===== config.mk =====
export PLATFORM = sky130hd
export DESIGN_NAME = closest_pair_point_store
export DESIGN_NICKNAME = d
export VERILOG_FILES = /design/src/cpps_pkg.sv /design/src/cpps_dpath.sv /design/src/cpps_ctrl.sv /design/src/closest_pair_point_store.sv
export SDC_FILE = /design/constraint.sdc
export NUM_CORES = 2
export LEC_CHECK = 0
export ABC_AREA = 0
export BUFFER_PORTS_ARGS = -buffer_cell sky130_fd_sc_hd__buf_2
export CORE_UTILIZATION = 40
export CTS_CLUSTER_SIZE = 14
export DETAILED_ROUTE_END_ITERATION = 8
export GPL_TIMING_DRIVEN = 0
export SETUP_SLACK_MARGIN = 0.1
export SYNTH_ARGS = -nofsm -noshare
export SYNTH_HDL_FRONTEND = slang
export SYNTH_HIERARCHICAL = 1
export SYNTH_SLANG_ARGS = --single-unit

===== constraint.sdc =====
create_clock -name clk -period 9.92 [get_ports clk]
set_input_delay 0 -clock clk [delete_from_list [all_inputs] [get_ports clk]]
set_output_delay 0 -clock clk [all_outputs]
set_load 0.005 [all_outputs]

===== src/cpps_pkg.sv =====
// ----------------------------------------------------------------------------
// cpps_pkg: shared types and constants for the closest pair point store
// Item and result layouts, opcode and status codes, and the command and
// status groups that join the controller and the datapath.
// ----------------------------------------------------------------------------
`default_nettype none

package cpps_pkg;

  // Field widths fixed by the item and result layouts
  localparam int COORD_W  = 16;
  localparam int DIST_W   = 33;
  localparam int COUNT_W  = 7;
  localparam int OP_W     = 2;
  localparam int STATUS_W = 2;

  // Opcodes
  localparam logic [OP_W-1:0] OP_INSERT = 2'd0;
  localparam logic [OP_W-1:0] OP_DELETE = 2'd1;
  localparam logic [OP_W-1:0] OP_QUERY  = 2'd2;

  // Result status codes
  localparam logic [STATUS_W-1:0] ST_DONE = 2'd0;
  localparam logic [STATUS_W-1:0] ST_FULL = 2'd1;
  localparam logic [STATUS_W-1:0] ST_FEW  = 2'd2;

  // One input item
  typedef struct packed {
    logic [OP_W-1:0]           opcode;
    logic signed [COORD_W-1:0] x_coord;
    logic signed [COORD_W-1:0] y_coord;
  } item_t;

  // One result item
  typedef struct packed {
    logic [STATUS_W-1:0]       status;
    logic signed [COORD_W-1:0] first_x;
    logic signed [COORD_W-1:0] first_y;
    logic signed [COORD_W-1:0] second_x;
    logic signed [COORD_W-1:0] second_y;
    logic [DIST_W-1:0]         min_dist_sq;
    logic [COUNT_W-1:0]        point_count;
  } result_t;

  // Controller to datapath commands
  typedef struct packed {
    logic                load;        // latch the point of the accepted item
    logic                wr_en;       // write point memory
    logic                wr_item;     // write data is the latched point
    logic                rd_del;      // read for the delete sweep
    logic                rd_pair;     // read a pair for the distance pipe
    logic                rd_last;     // this read is the last of the sweep
    logic                clear_best;  // forget the running minimum
    logic                emit;        // register the result
    logic                with_pair;   // result carries the closest pair
    logic [STATUS_W-1:0] status;
  } ctrl_cmd_t;

  // Datapath to controller status
  typedef struct packed {
    logic del_valid;  // delete read data is present
    logic keep;       // that point has nonzero y
    logic del_last;   // that point is the last one of the sweep
    logic pair_done;  // last pair has been compared
  } dp_stat_t;

endpackage

`default_nettype wire


===== src/cpps_dpath.sv =====
// ----------------------------------------------------------------------------
// cpps_dpath: point memory and distance pipeline
// Holds the points in a two-read, one-write memory, compacts it on delete,
// and runs each pair through difference, square and compare stages.
// ----------------------------------------------------------------------------
`default_nettype none

module cpps_dpath #(
  parameter int MAX_POINTS = 64
) (
  input  wire logic                                 clk,
  input  wire logic                                 rst,
  input  wire cpps_pkg::item_t                      item,
  input  wire cpps_pkg::ctrl_cmd_t                  cmd,
  input  wire logic [$clog2(MAX_POINTS)-1:0]        wr_addr,
  input  wire logic [$clog2(MAX_POINTS)-1:0]        rd_addr_a,
  input  wire logic [$clog2(MAX_POINTS)-1:0]        rd_addr_b,
  input  wire logic [$clog2(MAX_POINTS+1)-1:0]      count,
  output cpps_pkg::dp_stat_t                        stat,
  output cpps_pkg::result_t                         result,
  output logic                                      done
);

  localparam int CD = cpps_pkg::COORD_W;
  localparam int PW = 2 * CD;
  localparam int SW = 2 * CD;  // width of one square

  // Point memory, each word {x, y}; physical order is insertion order
  logic [PW-1:0] mem [MAX_POINTS];

  logic [PW-1:0] pt_in;
  logic [PW-1:0] rd_a, rd_b;
  logic          v1_del, v1_pair, last1;

  logic [PW-1:0] pa2, pb2, pa3, pb3;
  logic [CD-1:0] dx2, dy2;
  logic          v2, last2, v3, last3;
  logic [SW-1:0] sqx3, sqy3;

  logic [PW-1:0]                best_pa, best_pb;
  logic [cpps_pkg::DIST_W-1:0]  best_d;
  logic                         best_valid;

  logic signed [CD:0]           diff_x, diff_y;
  logic [CD:0]                  abs_x, abs_y;
  logic [cpps_pkg::DIST_W-1:0]  sum3;

  // Latch the point of an accepted item
  always_ff @(posedge clk) begin
    if (cmd.load) begin
      pt_in <= {item.x_coord, item.y_coord};
    end
  end

  // Memory: one write port, two registered read ports
  always_ff @(posedge clk) begin
    if (cmd.wr_en) begin
      mem[wr_addr] <= cmd.wr_item ? pt_in : rd_a;
    end
    if (cmd.rd_del || cmd.rd_pair) begin
      rd_a <= mem[rd_addr_a];
      rd_b <= mem[rd_addr_b];
    end
  end

  // Read stage flags
  always_ff @(posedge clk) begin
    if (rst) begin
      v1_del  <= 1'b0;
      v1_pair <= 1'b0;
    end else begin
      v1_del  <= cmd.rd_del;
      v1_pair <= cmd.rd_pair;
    end
    last1 <= cmd.rd_last;
  end

  // Status back to the controller
  always_comb begin
    stat.del_valid = v1_del;
    stat.keep      = |rd_a[CD-1:0];
    stat.del_last  = v1_del & last1;
    stat.pair_done = v3 & last3;
  end

  // Absolute coordinate differences
  always_comb begin
    diff_x = $signed({rd_a[PW-1], rd_a[PW-1:CD]}) - $signed({rd_b[PW-1], rd_b[PW-1:CD]});
    diff_y = $signed({rd_a[CD-1], rd_a[CD-1:0]}) - $signed({rd_b[CD-1], rd_b[CD-1:0]});
    abs_x  = diff_x[CD] ? (CD+1)'(-diff_x) : (CD+1)'(diff_x);
    abs_y  = diff_y[CD] ? (CD+1)'(-diff_y) : (CD+1)'(diff_y);
  end

  // Difference stage
  always_ff @(posedge clk) begin
    if (rst) begin
      v2 <= 1'b0;
    end else begin
      v2 <= v1_pair;
    end
    last2 <= last1;
    pa2   <= rd_a;
    pb2   <= rd_b;
    dx2   <= abs_x[CD-1:0];
    dy2   <= abs_y[CD-1:0];
  end

  // Square stage
  always_ff @(posedge clk) begin
    if (rst) begin
      v3 <= 1'b0;
    end else begin
      v3 <= v2;
    end
    last3 <= last2;
    pa3   <= pa2;
    pb3   <= pb2;
    sqx3  <= dx2 * dx2;
    sqy3  <= dy2 * dy2;
  end

  // Sum and keep the first strict minimum
  assign sum3 = cpps_pkg::DIST_W'(sqx3) + cpps_pkg::DIST_W'(sqy3);

  always_ff @(posedge clk) begin
    if (rst) begin
      best_valid <= 1'b0;
    end else if (cmd.clear_best) begin
      best_valid <= 1'b0;
    end else if (v3 && (!best_valid || sum3 < best_d)) begin
      best_valid <= 1'b1;
    end
    if (v3 && (!best_valid || sum3 < best_d)) begin
      best_d  <= sum3;
      best_pa <= pa3;
      best_pb <= pb3;
    end
  end

  // Result register and strobe
  always_ff @(posedge clk) begin
    if (rst) begin
      done <= 1'b0;
    end else begin
      done <= cmd.emit;
    end
    if (cmd.emit) begin
      result.status      <= cmd.status;
      result.point_count <= cpps_pkg::COUNT_W'(count);
      if (cmd.with_pair) begin
        result.first_x     <= best_pa[PW-1:CD];
        result.first_y     <= best_pa[CD-1:0];
        result.second_x    <= best_pb[PW-1:CD];
        result.second_y    <= best_pb[CD-1:0];
        result.min_dist_sq <= best_d;
      end else begin
        result.first_x     <= '0;
        result.first_y     <= '0;
        result.second_x    <= '0;
        result.second_y    <= '0;
        result.min_dist_sq <= '0;
      end
    end
  end

endmodule

`default_nettype wire


===== src/cpps_ctrl.sv =====
// ----------------------------------------------------------------------------
// cpps_ctrl: operation sequencer
// Decodes the accepted item, keeps the point count and walks the memory
// for insert, delete compaction and the all-pairs query.
// ----------------------------------------------------------------------------
`default_nettype none

module cpps_ctrl #(
  parameter int MAX_POINTS = 64
) (
  input  wire logic                                 clk,
  input  wire logic                                 rst,
  input  wire logic                                 start,
  input  wire logic [cpps_pkg::OP_W-1:0]            opcode,
  input  wire cpps_pkg::dp_stat_t                   stat,
  output logic                                      busy,
  output cpps_pkg::ctrl_cmd_t                       cmd,
  output logic [$clog2(MAX_POINTS)-1:0]             wr_addr,
  output logic [$clog2(MAX_POINTS)-1:0]             rd_addr_a,
  output logic [$clog2(MAX_POINTS)-1:0]             rd_addr_b,
  output logic [$clog2(MAX_POINTS+1)-1:0]           count
);

  localparam int AW = $clog2(MAX_POINTS);
  localparam int CW = $clog2(MAX_POINTS + 1);

  typedef enum logic [2:0] {
    S_IDLE,
    S_INS,
    S_DEL_RD,
    S_DEL_WAIT,
    S_Q_RUN,
    S_Q_WAIT,
    S_DONE
  } state_t;

  state_t                        state;
  logic [cpps_pkg::OP_W-1:0]     op;
  logic [cpps_pkg::STATUS_W-1:0] status_r;
  logic [AW-1:0]                 ri;      // delete read index
  logic [CW-1:0]                 w;       // delete write index
  logic [CW-1:0]                 w_next;
  logic [AW-1:0]                 pi, pj;  // query pair, physical indexes
  logic [AW-1:0]                 last_idx;
  logic                          accept;
  logic                          del_last_rd;
  logic                          q_last_rd;

  assign busy        = (state != S_IDLE);
  assign accept      = start && (state == S_IDLE);
  assign last_idx    = AW'(count - CW'(1));
  assign del_last_rd = (ri == last_idx);
  assign q_last_rd   = (pi == AW'(1)) && (pj == '0);
  assign w_next      = w + CW'(stat.del_valid & stat.keep);

  // Commands to the datapath
  always_comb begin
    cmd            = '0;
    cmd.load       = accept;
    cmd.clear_best = accept;
    wr_addr        = w[AW-1:0];
    rd_addr_a      = pi;
    rd_addr_b      = pj;
    unique case (state)
      S_INS: begin
        cmd.wr_en   = 1'b1;
        cmd.wr_item = 1'b1;
        wr_addr     = count[AW-1:0];
      end
      S_DEL_RD: begin
        cmd.rd_del  = 1'b1;
        cmd.rd_last = del_last_rd;
        rd_addr_a   = ri;
        rd_addr_b   = ri;
      end
      S_Q_RUN: begin
        cmd.rd_pair = 1'b1;
        cmd.rd_last = q_last_rd;
      end
      S_DONE: begin
        cmd.emit      = 1'b1;
        cmd.status    = status_r;
        cmd.with_pair = (op == cpps_pkg::OP_QUERY) && (status_r == cpps_pkg::ST_DONE);
      end
      S_IDLE, S_DEL_WAIT, S_Q_WAIT: begin
      end
      default: begin
      end
    endcase
    // Compaction: a kept point goes to the write index
    if (stat.del_valid && stat.keep) begin
      cmd.wr_en = 1'b1;
    end
  end

  // State, count and loop counters
  always_ff @(posedge clk) begin
    if (rst) begin
      state <= S_IDLE;
      count <= '0;
    end else begin
      unique case (state)
        S_IDLE: begin
          if (start) begin
            op <= opcode;
            unique case (opcode)
              cpps_pkg::OP_INSERT: begin
                if (count == CW'(MAX_POINTS)) begin
                  status_r <= cpps_pkg::ST_FULL;
                  state    <= S_DONE;
                end else begin
                  status_r <= cpps_pkg::ST_DONE;
                  state    <= S_INS;
                end
              end
              cpps_pkg::OP_DELETE: begin
                status_r <= cpps_pkg::ST_DONE;
                ri       <= '0;
                w        <= '0;
                state    <= (count == '0) ? S_DONE : S_DEL_RD;
              end
              cpps_pkg::OP_QUERY: begin
                pi <= AW'(count - CW'(1));
                pj <= AW'(count - CW'(2));
                if (count < CW'(2)) begin
                  status_r <= cpps_pkg::ST_FEW;
                  state    <= S_DONE;
                end else begin
                  status_r <= cpps_pkg::ST_DONE;
                  state    <= S_Q_RUN;
                end
              end
              default: begin
                status_r <= cpps_pkg::ST_DONE;
                state    <= S_DONE;
              end
            endcase
          end
        end
        S_INS: begin
          count <= count + CW'(1);
          state <= S_DONE;
        end
        S_DEL_RD: begin
          w <= w_next;
          if (del_last_rd) begin
            state <= S_DEL_WAIT;
          end else begin
            ri <= ri + AW'(1);
          end
        end
        S_DEL_WAIT: begin
          w <= w_next;
          if (stat.del_last) begin
            count <= w_next;
            state <= S_DONE;
          end
        end
        S_Q_RUN: begin
          // Newest first: walk physical indexes downward
          if (q_last_rd) begin
            state <= S_Q_WAIT;
          end else if (pj == '0) begin
            pi <= pi - AW'(1);
            pj <= pi - AW'(2);
          end else begin
            pj <= pj - AW'(1);
          end
        end
        S_Q_WAIT: begin
          if (stat.pair_done) begin
            state <= S_DONE;
          end
        end
        S_DONE: begin
          state <= S_IDLE;
        end
        default: begin
          state <= S_IDLE;
        end
      endcase
    end
  end

endmodule

`default_nettype wire


===== src/closest_pair_point_store.sv =====
// ----------------------------------------------------------------------------
// closest_pair_point_store: bounded 2-D point store with closest pair query
//
//   Channel   Ports                 Transfer
//   -------   -------------------   ----------------------------------
//   item      start, busy, item     edge with start high and busy low
//   result    done, result          every edge that ends a done cycle
//
// With n points stored, a delete makes one memory read per point, and a
// query takes one pair per cycle through the two read ports of the point
// memory, then three pipeline stages to drain.
// Reset is synchronous and clears the count; memory contents need none.
// busy is high from the cycle after a transfer until the result is built;
// the result register holds the result alone, so the receiver cannot stall.
// ----------------------------------------------------------------------------
`default_nettype none

module closest_pair_point_store #(
  parameter int MAX_POINTS = 64
) (
  input  wire logic              clk,
  input  wire logic              rst,
  input  wire logic              start,
  output logic                   busy,
  input  wire cpps_pkg::item_t   item,
  output logic                   done,
  output cpps_pkg::result_t      result
);

  localparam int AW = $clog2(MAX_POINTS);
  localparam int CW = $clog2(MAX_POINTS + 1);

  cpps_pkg::ctrl_cmd_t cmd;
  cpps_pkg::dp_stat_t  stat;
  logic [AW-1:0]       wr_addr, rd_addr_a, rd_addr_b;
  logic [CW-1:0]       count;

  // Sequencer
  cpps_ctrl #(
    .MAX_POINTS (MAX_POINTS)
  ) u_ctrl (
    .clk       (clk),
    .rst       (rst),
    .start     (start),
    .opcode    (item.opcode),
    .stat      (stat),
    .busy      (busy),
    .cmd       (cmd),
    .wr_addr   (wr_addr),
    .rd_addr_a (rd_addr_a),
    .rd_addr_b (rd_addr_b),
    .count     (count)
  );

  // Memory and distance pipeline
  cpps_dpath #(
    .MAX_POINTS (MAX_POINTS)
  ) u_dpath (
    .clk       (clk),
    .rst       (rst),
    .item      (item),
    .cmd       (cmd),
    .wr_addr   (wr_addr),
    .rd_addr_a (rd_addr_a),
    .rd_addr_b (rd_addr_b),
    .count     (count),
    .stat      (stat),
    .result    (result),
    .done      (done)
  );

  // Checks
  a_accept_busy: assert property (@(posedge clk) disable iff (rst)
    start && !busy |=> busy)
    else $error("accepted item did not make the block busy");

  a_done_after_busy: assert property (@(posedge clk) disable iff (rst)
    done |-> $past(busy))
    else $error("result strobe without work in progress");

  a_count_bound: assert property (@(posedge clk) disable iff (rst)
    count <= CW'(MAX_POINTS))
    else $error("point count beyond store size");

  a_full_status: assert property (@(posedge clk) disable iff (rst)
    done && (result.status == cpps_pkg::ST_FULL) |-> count == CW'(MAX_POINTS))
    else $error("store full reported on a store that is not full");

endmodule

`default_nettype wire

Word-level counts from Yosys, hierarchy flattened:

Memories as Yosys holds them, arrays and structs flattened. A register that Yosys moved wholly into a read port is not among the register bits.
Cells that the tools add are included.
Widths: inputs -> output; s select.

* bits in registers: 507
* memory bits (writable): 2048
* input bits: 37
* output and inout port bits: 108
* logic and storage cells: 154
* memories kept: 1

* add/sub/neg operators: 13
* multipliers: 2
* order comparisons: 2
* eq/ne operators: 22
* muxes and demuxes: 46
* bitwise operators: 4
* reductions and logical operators: 28

Memories
* u_dpath.mem: words 64, bits a word 32, rd ports 2, clocked after Yosys merged registers in 2, wr ports 1, RTL line cpps_dpath.sv:29 `logic [PW-1:0] mem [MAX_POINTS];`

Operators by type and width (count)
* $mux 6: 14
* $mul 16x16->32: 2
* $pmux 6 s2: 3
* $sub 16x16->17: 2
* $add 32x32->33: 1
* $lt 33x33->1: 1
* $mux 16: 2
* $mux 32: 1
* $neg 16->16: 2
* $pmux 7 s2: 2
* $mux 3: 7
* $mux 7: 3
* $pmux 3 s6: 1
* $sub 6x1->6 const B: 3
* $reduce_or 16->1: 1
* $reduce_and 5->1: 3
* $ne 2x2->1 const B: 7
* $sub 6x2->6 const B: 2
* $eq 3x3->1 const B: 3
* $pmux 3 s3: 1
* $reduce_bool 2->1: 4
* $add 7x1->7 const B: 1
* $add 7x7->7: 1
* $eq 7x7->1 const B: 1
* other kinds (29): 49

Longest topological paths before layout:

* depth after elaboration: 5
* mapped depth: 26
* gate-level depth less buffers: 24

Hierarchy:

The synthesis kept the hierarchy.

By module, submodules not included
* cpps_dpath: times used 1, cells an instance 6795, area each 126880.4 sq um
* cpps_ctrl: times used 1, cells an instance 326, area each 2859.0 sq um

Worst setup path before layout:

Ideal clock, no wire load.

* kind: register -> register
* start: register u_dpath.dy2[9]
* end: register u_dpath.sqy3[30]
* arrival time: 6.166 ns
* slack: 3.682 ns
* stages on the path, launching flop included: 25
* path buffers: 1
* period minus slack after synthesis: 6.238 ns
* path through: dfxtp_1 clkbuf_1 and2_1 inv_1 fa_1 inv_1 fa_1 inv_1 fa_1 inv_1 fa_1 fa_1 inv_1 fa_1 inv_1 ha_1 o21ai_0 a211oi_1 a31o_2 a21o_1 o221ai_1 o21ai_0 a41o_1 a21boi_0 xnor2_1

* cells in the longest elaborated chain, start to end: 1

Ends and longest elaborated chain
* start, declared: RTL line cpps_dpath.sv:36 `logic [CD-1:0] dx2, dy2;`
* start signal, assigned: RTL line cpps_dpath.sv:105 `dy2 <= abs_y[CD-1:0];`
* $mul 16x16->32: RTL line cpps_dpath.sv:119 `sqy3 <= dy2 * dy2;`
* end signal, assigned: RTL line cpps_dpath.sv:119
* end, declared: RTL line cpps_dpath.sv:38 `logic [SW-1:0] sqx3, sqy3;`

Every way passes these cells.
A chain may end at the register's enable or synchronous reset.

Final worst setup path:

* start: register u_dpath.dy2[4]
* end: register u_dpath.sqy3[31]

Same word-level chain as after synthesis.

==> impl_metrics.env <==
export IMPL_grt_max_degree=66
export IMPL_netlist_area_sq_um=130000
export IMPL_multi_input_area_sq_um=50300
export IMPL_drtIter0Drc=10831
export IMPL_io_buffers=144
export IMPL_syn_avg_cell_area_sq_um=18.2
export IMPL_grt_ovfl_total=0
export IMPL_rows=208
export IMPL_crit_path_max_fanout=10
export IMPL_critPathKind="flip-flop to flip-flop"
export IMPL_wl_per_cell_um=37.2
export IMPL_cts_resized=0
export IMPL_hold_viol=0
export IMPL_ant_nets=0
export IMPL_first_global_vias=76480
export IMPL_tightest_slew_ps=1630
export IMPL_yosysUniqueCellTypes=90
export IMPL_status="finished with violations"
export IMPL_netlist_instances=7121
export IMPL_syn_nets=7798
export IMPL_dpl_hpwl_mm=323
export IMPL_required_ps=10610
export IMPL_synth_edf_count=2376
export IMPL_rrSetupSlack_ps=2070
export IMPL_clk_latency_ps=900
export IMPL_die_w_um=572
export IMPL_antenna_found_initial=43
export IMPL_drv_max_cap_violation_count=12
export IMPL_clockBufferDepth=4
export IMPL_placeableCoreArea_sq_um=322000
export IMPL_gr_usage_all_layers=0.279
export IMPL_grt_pass1_wl_mm=620
export IMPL_final_cells=12255
export IMPL_seq_area_frac_synth=0.587
export IMPL_htree_levels=5
export IMPL_final_seq_area_sq_um=76200
export IMPL_drive_gt1_frac=0.278
export IMPL_violations="max-capacitance violations, max-slew violations"
export IMPL_initial_core_util=0.403
export IMPL_place_congestion=0.984
export IMPL_vias=77164
export IMPL_clock_fmax_mhz=127
export IMPL_io_pins=145
export IMPL_fillers=27347
export IMPL_synth_seq_cells=2617
export IMPL_synth_async_reset_ratio=0
export IMPL_synth_ff_type="edfxtp_1"
export IMPL_slew_headroom=-0.0863
export IMPL_wirelength_mm=456
export IMPL_crit_arrival_ps=8540
export IMPL_slew_viol_final=109
export IMPL_dp_cells=11665
export IMPL_hold_class="input port to flip-flop"
export IMPL_die_height_um=572
export IMPL_yosysWarningCount=6
export IMPL_nets=8398
export IMPL_rsz0062_at_grt="no"
export IMPL_tritoncts="built"
export IMPL_cts_clk_slew_worst_paths_ps=60
export IMPL_period_share=0.791
export IMPL_setup_worst_path_start_class="flip-flop"
export IMPL_dr_pass1_iters=6
export IMPL_finalSetupViolCount=0
export IMPL_drc_errors=0
export IMPL_cts_root_buf="clkbuf_16"
export IMPL_cts_buffers=281
export IMPL_worst_clock_skew_ps=56.8
export IMPL_design_die_area_sq_um=327000
export IMPL_end_kind="flip-flop"
export IMPL_vias_per_cell=6.30
export IMPL_clock_sinks=2617
export IMPL_syn_to_final_growth_pct=14.1
export IMPL_fin_crit_ps=7850
timing repair:
action                    4_1_cts  5_1_grt
buffers inserted                0        0
hold endpoints to repair      107        0
hold buffers                   72        0
per-layer routing:
metal  vias up  routed length, um  GRT usage
li1      29549                  -          -
met1     41293             161000      0.352
met2      5189             204000      0.426
met3      1105              57500     0.0839
met4        28              33300      0.164
met5         -                382          0
logic make-up after synthesis:
| logic type | after synthesis | share of synthesized area |
|---|---|---|
| adders and majority gates | 640 | 0.0806 |
| xor gates and xnor gates | 167 | 0.0115 |
| muxes | 1405 | 0.237 |
| buffers and inverters | 1001 | 0.0293 |
| DFF | 2617 | 0.587 |
| AOI/OAI and AO/OA | 440 | 0.0224 |
| and+or+nand+nor | 851 | 0.0324 |
Yosys cell counts, types with 8 or more instances:
cell type / n / area share
a31o_2: 8 / 0.00054
o211ai_1: 10 / 0.00058
a21o_1: 58 / 0.0034
nor3_1: 29 / 0.0011
a211oi_1: 18 / 0.0010
nand3b_1: 8 / 0.00046
and3_1: 16 / 0.00077
buf_2: 17 / 0.00066
a211o_1: 10 / 0.00068
buf_1: 102 / 0.0030
nand2b_1: 15 / 0.00072
o31ai_1: 15 / 0.00087
xnor2_1: 109 / 0.0074
mux2_2: 58 / 0.0050
nand2_1: 265 / 0.0077
clkbuf_1: 267 / 0.0077
edfxtp_1: 2376 / 0.55
nand3_1: 36 / 0.0014
mux2i_1: 22 / 0.0017
and2_1: 185 / 0.0089
o21ai_0: 92 / 0.0035
mux4_2: 1325 / 0.23
o21a_1: 28 / 0.0016
ha_1: 314 / 0.030
nor4_1: 9 / 0.00043
dfxtp_1: 241 / 0.037
nor2_1: 185 / 0.0054
inv_1: 610 / 0.018
fa_1: 326 / 0.050
nor2b_1: 33 / 0.0016
nand4_1: 14 / 0.00068
or2_2: 15 / 0.00072
o21bai_1: 16 / 0.00093
or3_1: 9 / 0.00043
a21oi_1: 111 / 0.0043
xor2_1: 56 / 0.0038
registers in the layout, summed over array words and instances, names as in the netlist, 7 cells and up:
name             count
u_dpath/mem       2048
u_dpath/result     106
u_dpath/best_d      33
u_dpath/best_pa     32
u_dpath/best_pb     32
u_dpath/pa2         32
u_dpath/pa3         32
u_dpath/pb2         32
u_dpath/pb3         32
u_dpath/pt_in       32
u_dpath/rd_a        32
u_dpath/rd_b        32
u_dpath/sqx3        31
u_dpath/sqy3        31
u_dpath/dx2         16
u_dpath/dy2         16
u_ctrl/count         7
u_ctrl/w             7
layout by cell type, fill, tap and decap left out, types with 90 or more instances in the layout:
cell type,count
a21oi_1,111
and2_1,185
buf_2,190
clkbuf_1,301
clkbuf_16,291
dfxtp_1,241
edfxtp_1,2376
fa_1,326
ha_1,314
inv_1,611
mux4_2,1325
nand2_1,265
nor2_1,123
o21ai_0,90
xnor2_1,109
layout make-up:
class / instances / share of cell area
inverters: 610 / 0.0155
diodes: 33 / 0.000558
repair buffers: 317 / 0.0237
flip-flops and latches: 2617 / 0.515
multi-input cells: 3503 / 0.340
clock inverters: 119 / 0.00707
plain buffers: 391 / 0.0108
well taps: 4305 / 0.0364
clock buffers: 360 / 0.0514
worst max-delay path, stage by stage (launching register included):
cell and delay (ps):
dfxtp_1 380, clkbuf_1 470, clkbuf_1 530, nand2_1 160, fa_1 550, inv_1 70, fa_1 550, fa_1 430
fa_1 490, fa_1 490, inv_1 50, fa_1 510, inv_1 50, ha_1 320, a21oi_1 240, nand2_1 80
a2111oi_1 880, o311ai_0 470, a21oi_1 340, o31ai_1 110, a21oi_1 210, xnor2_1 280
per-stage QoR:
step / utilization / area (sq um) / setup TNS, ps / setup slack (ps) / hold slack (ps)
after floorplan: - / 130000 / 0 / 3680 / 71.6
after global placement: 0.422 / 136000 / -35570 / -589 / 177
after detailed placement: 0.430 / 138000 / 0 / 2110 / 178
after CTS: 0.459 / 148000 / 0 / 2060 / 29.0
after global routing: 0.460 / 148000 / 0 / 1580 / 83.3
final: 0.460 / 148000 / 0 / 2070 / 78.5
final timing paths:
path                  start               end  cells after the start
max          u_dpath/dy2[4]  u_dpath/sqy3[31]                     21
min                item[33]   u_ctrl/state[2]                      4
max reg2reg  u_dpath/dy2[4]  u_dpath/sqy3[31]                     21
min reg2reg  u_dpath/pa2[0]    u_dpath/pa3[0]                      0
Power is not shown: default switching activity piles up to over one toggle a cycle in this logic, so the estimate is an artifact.
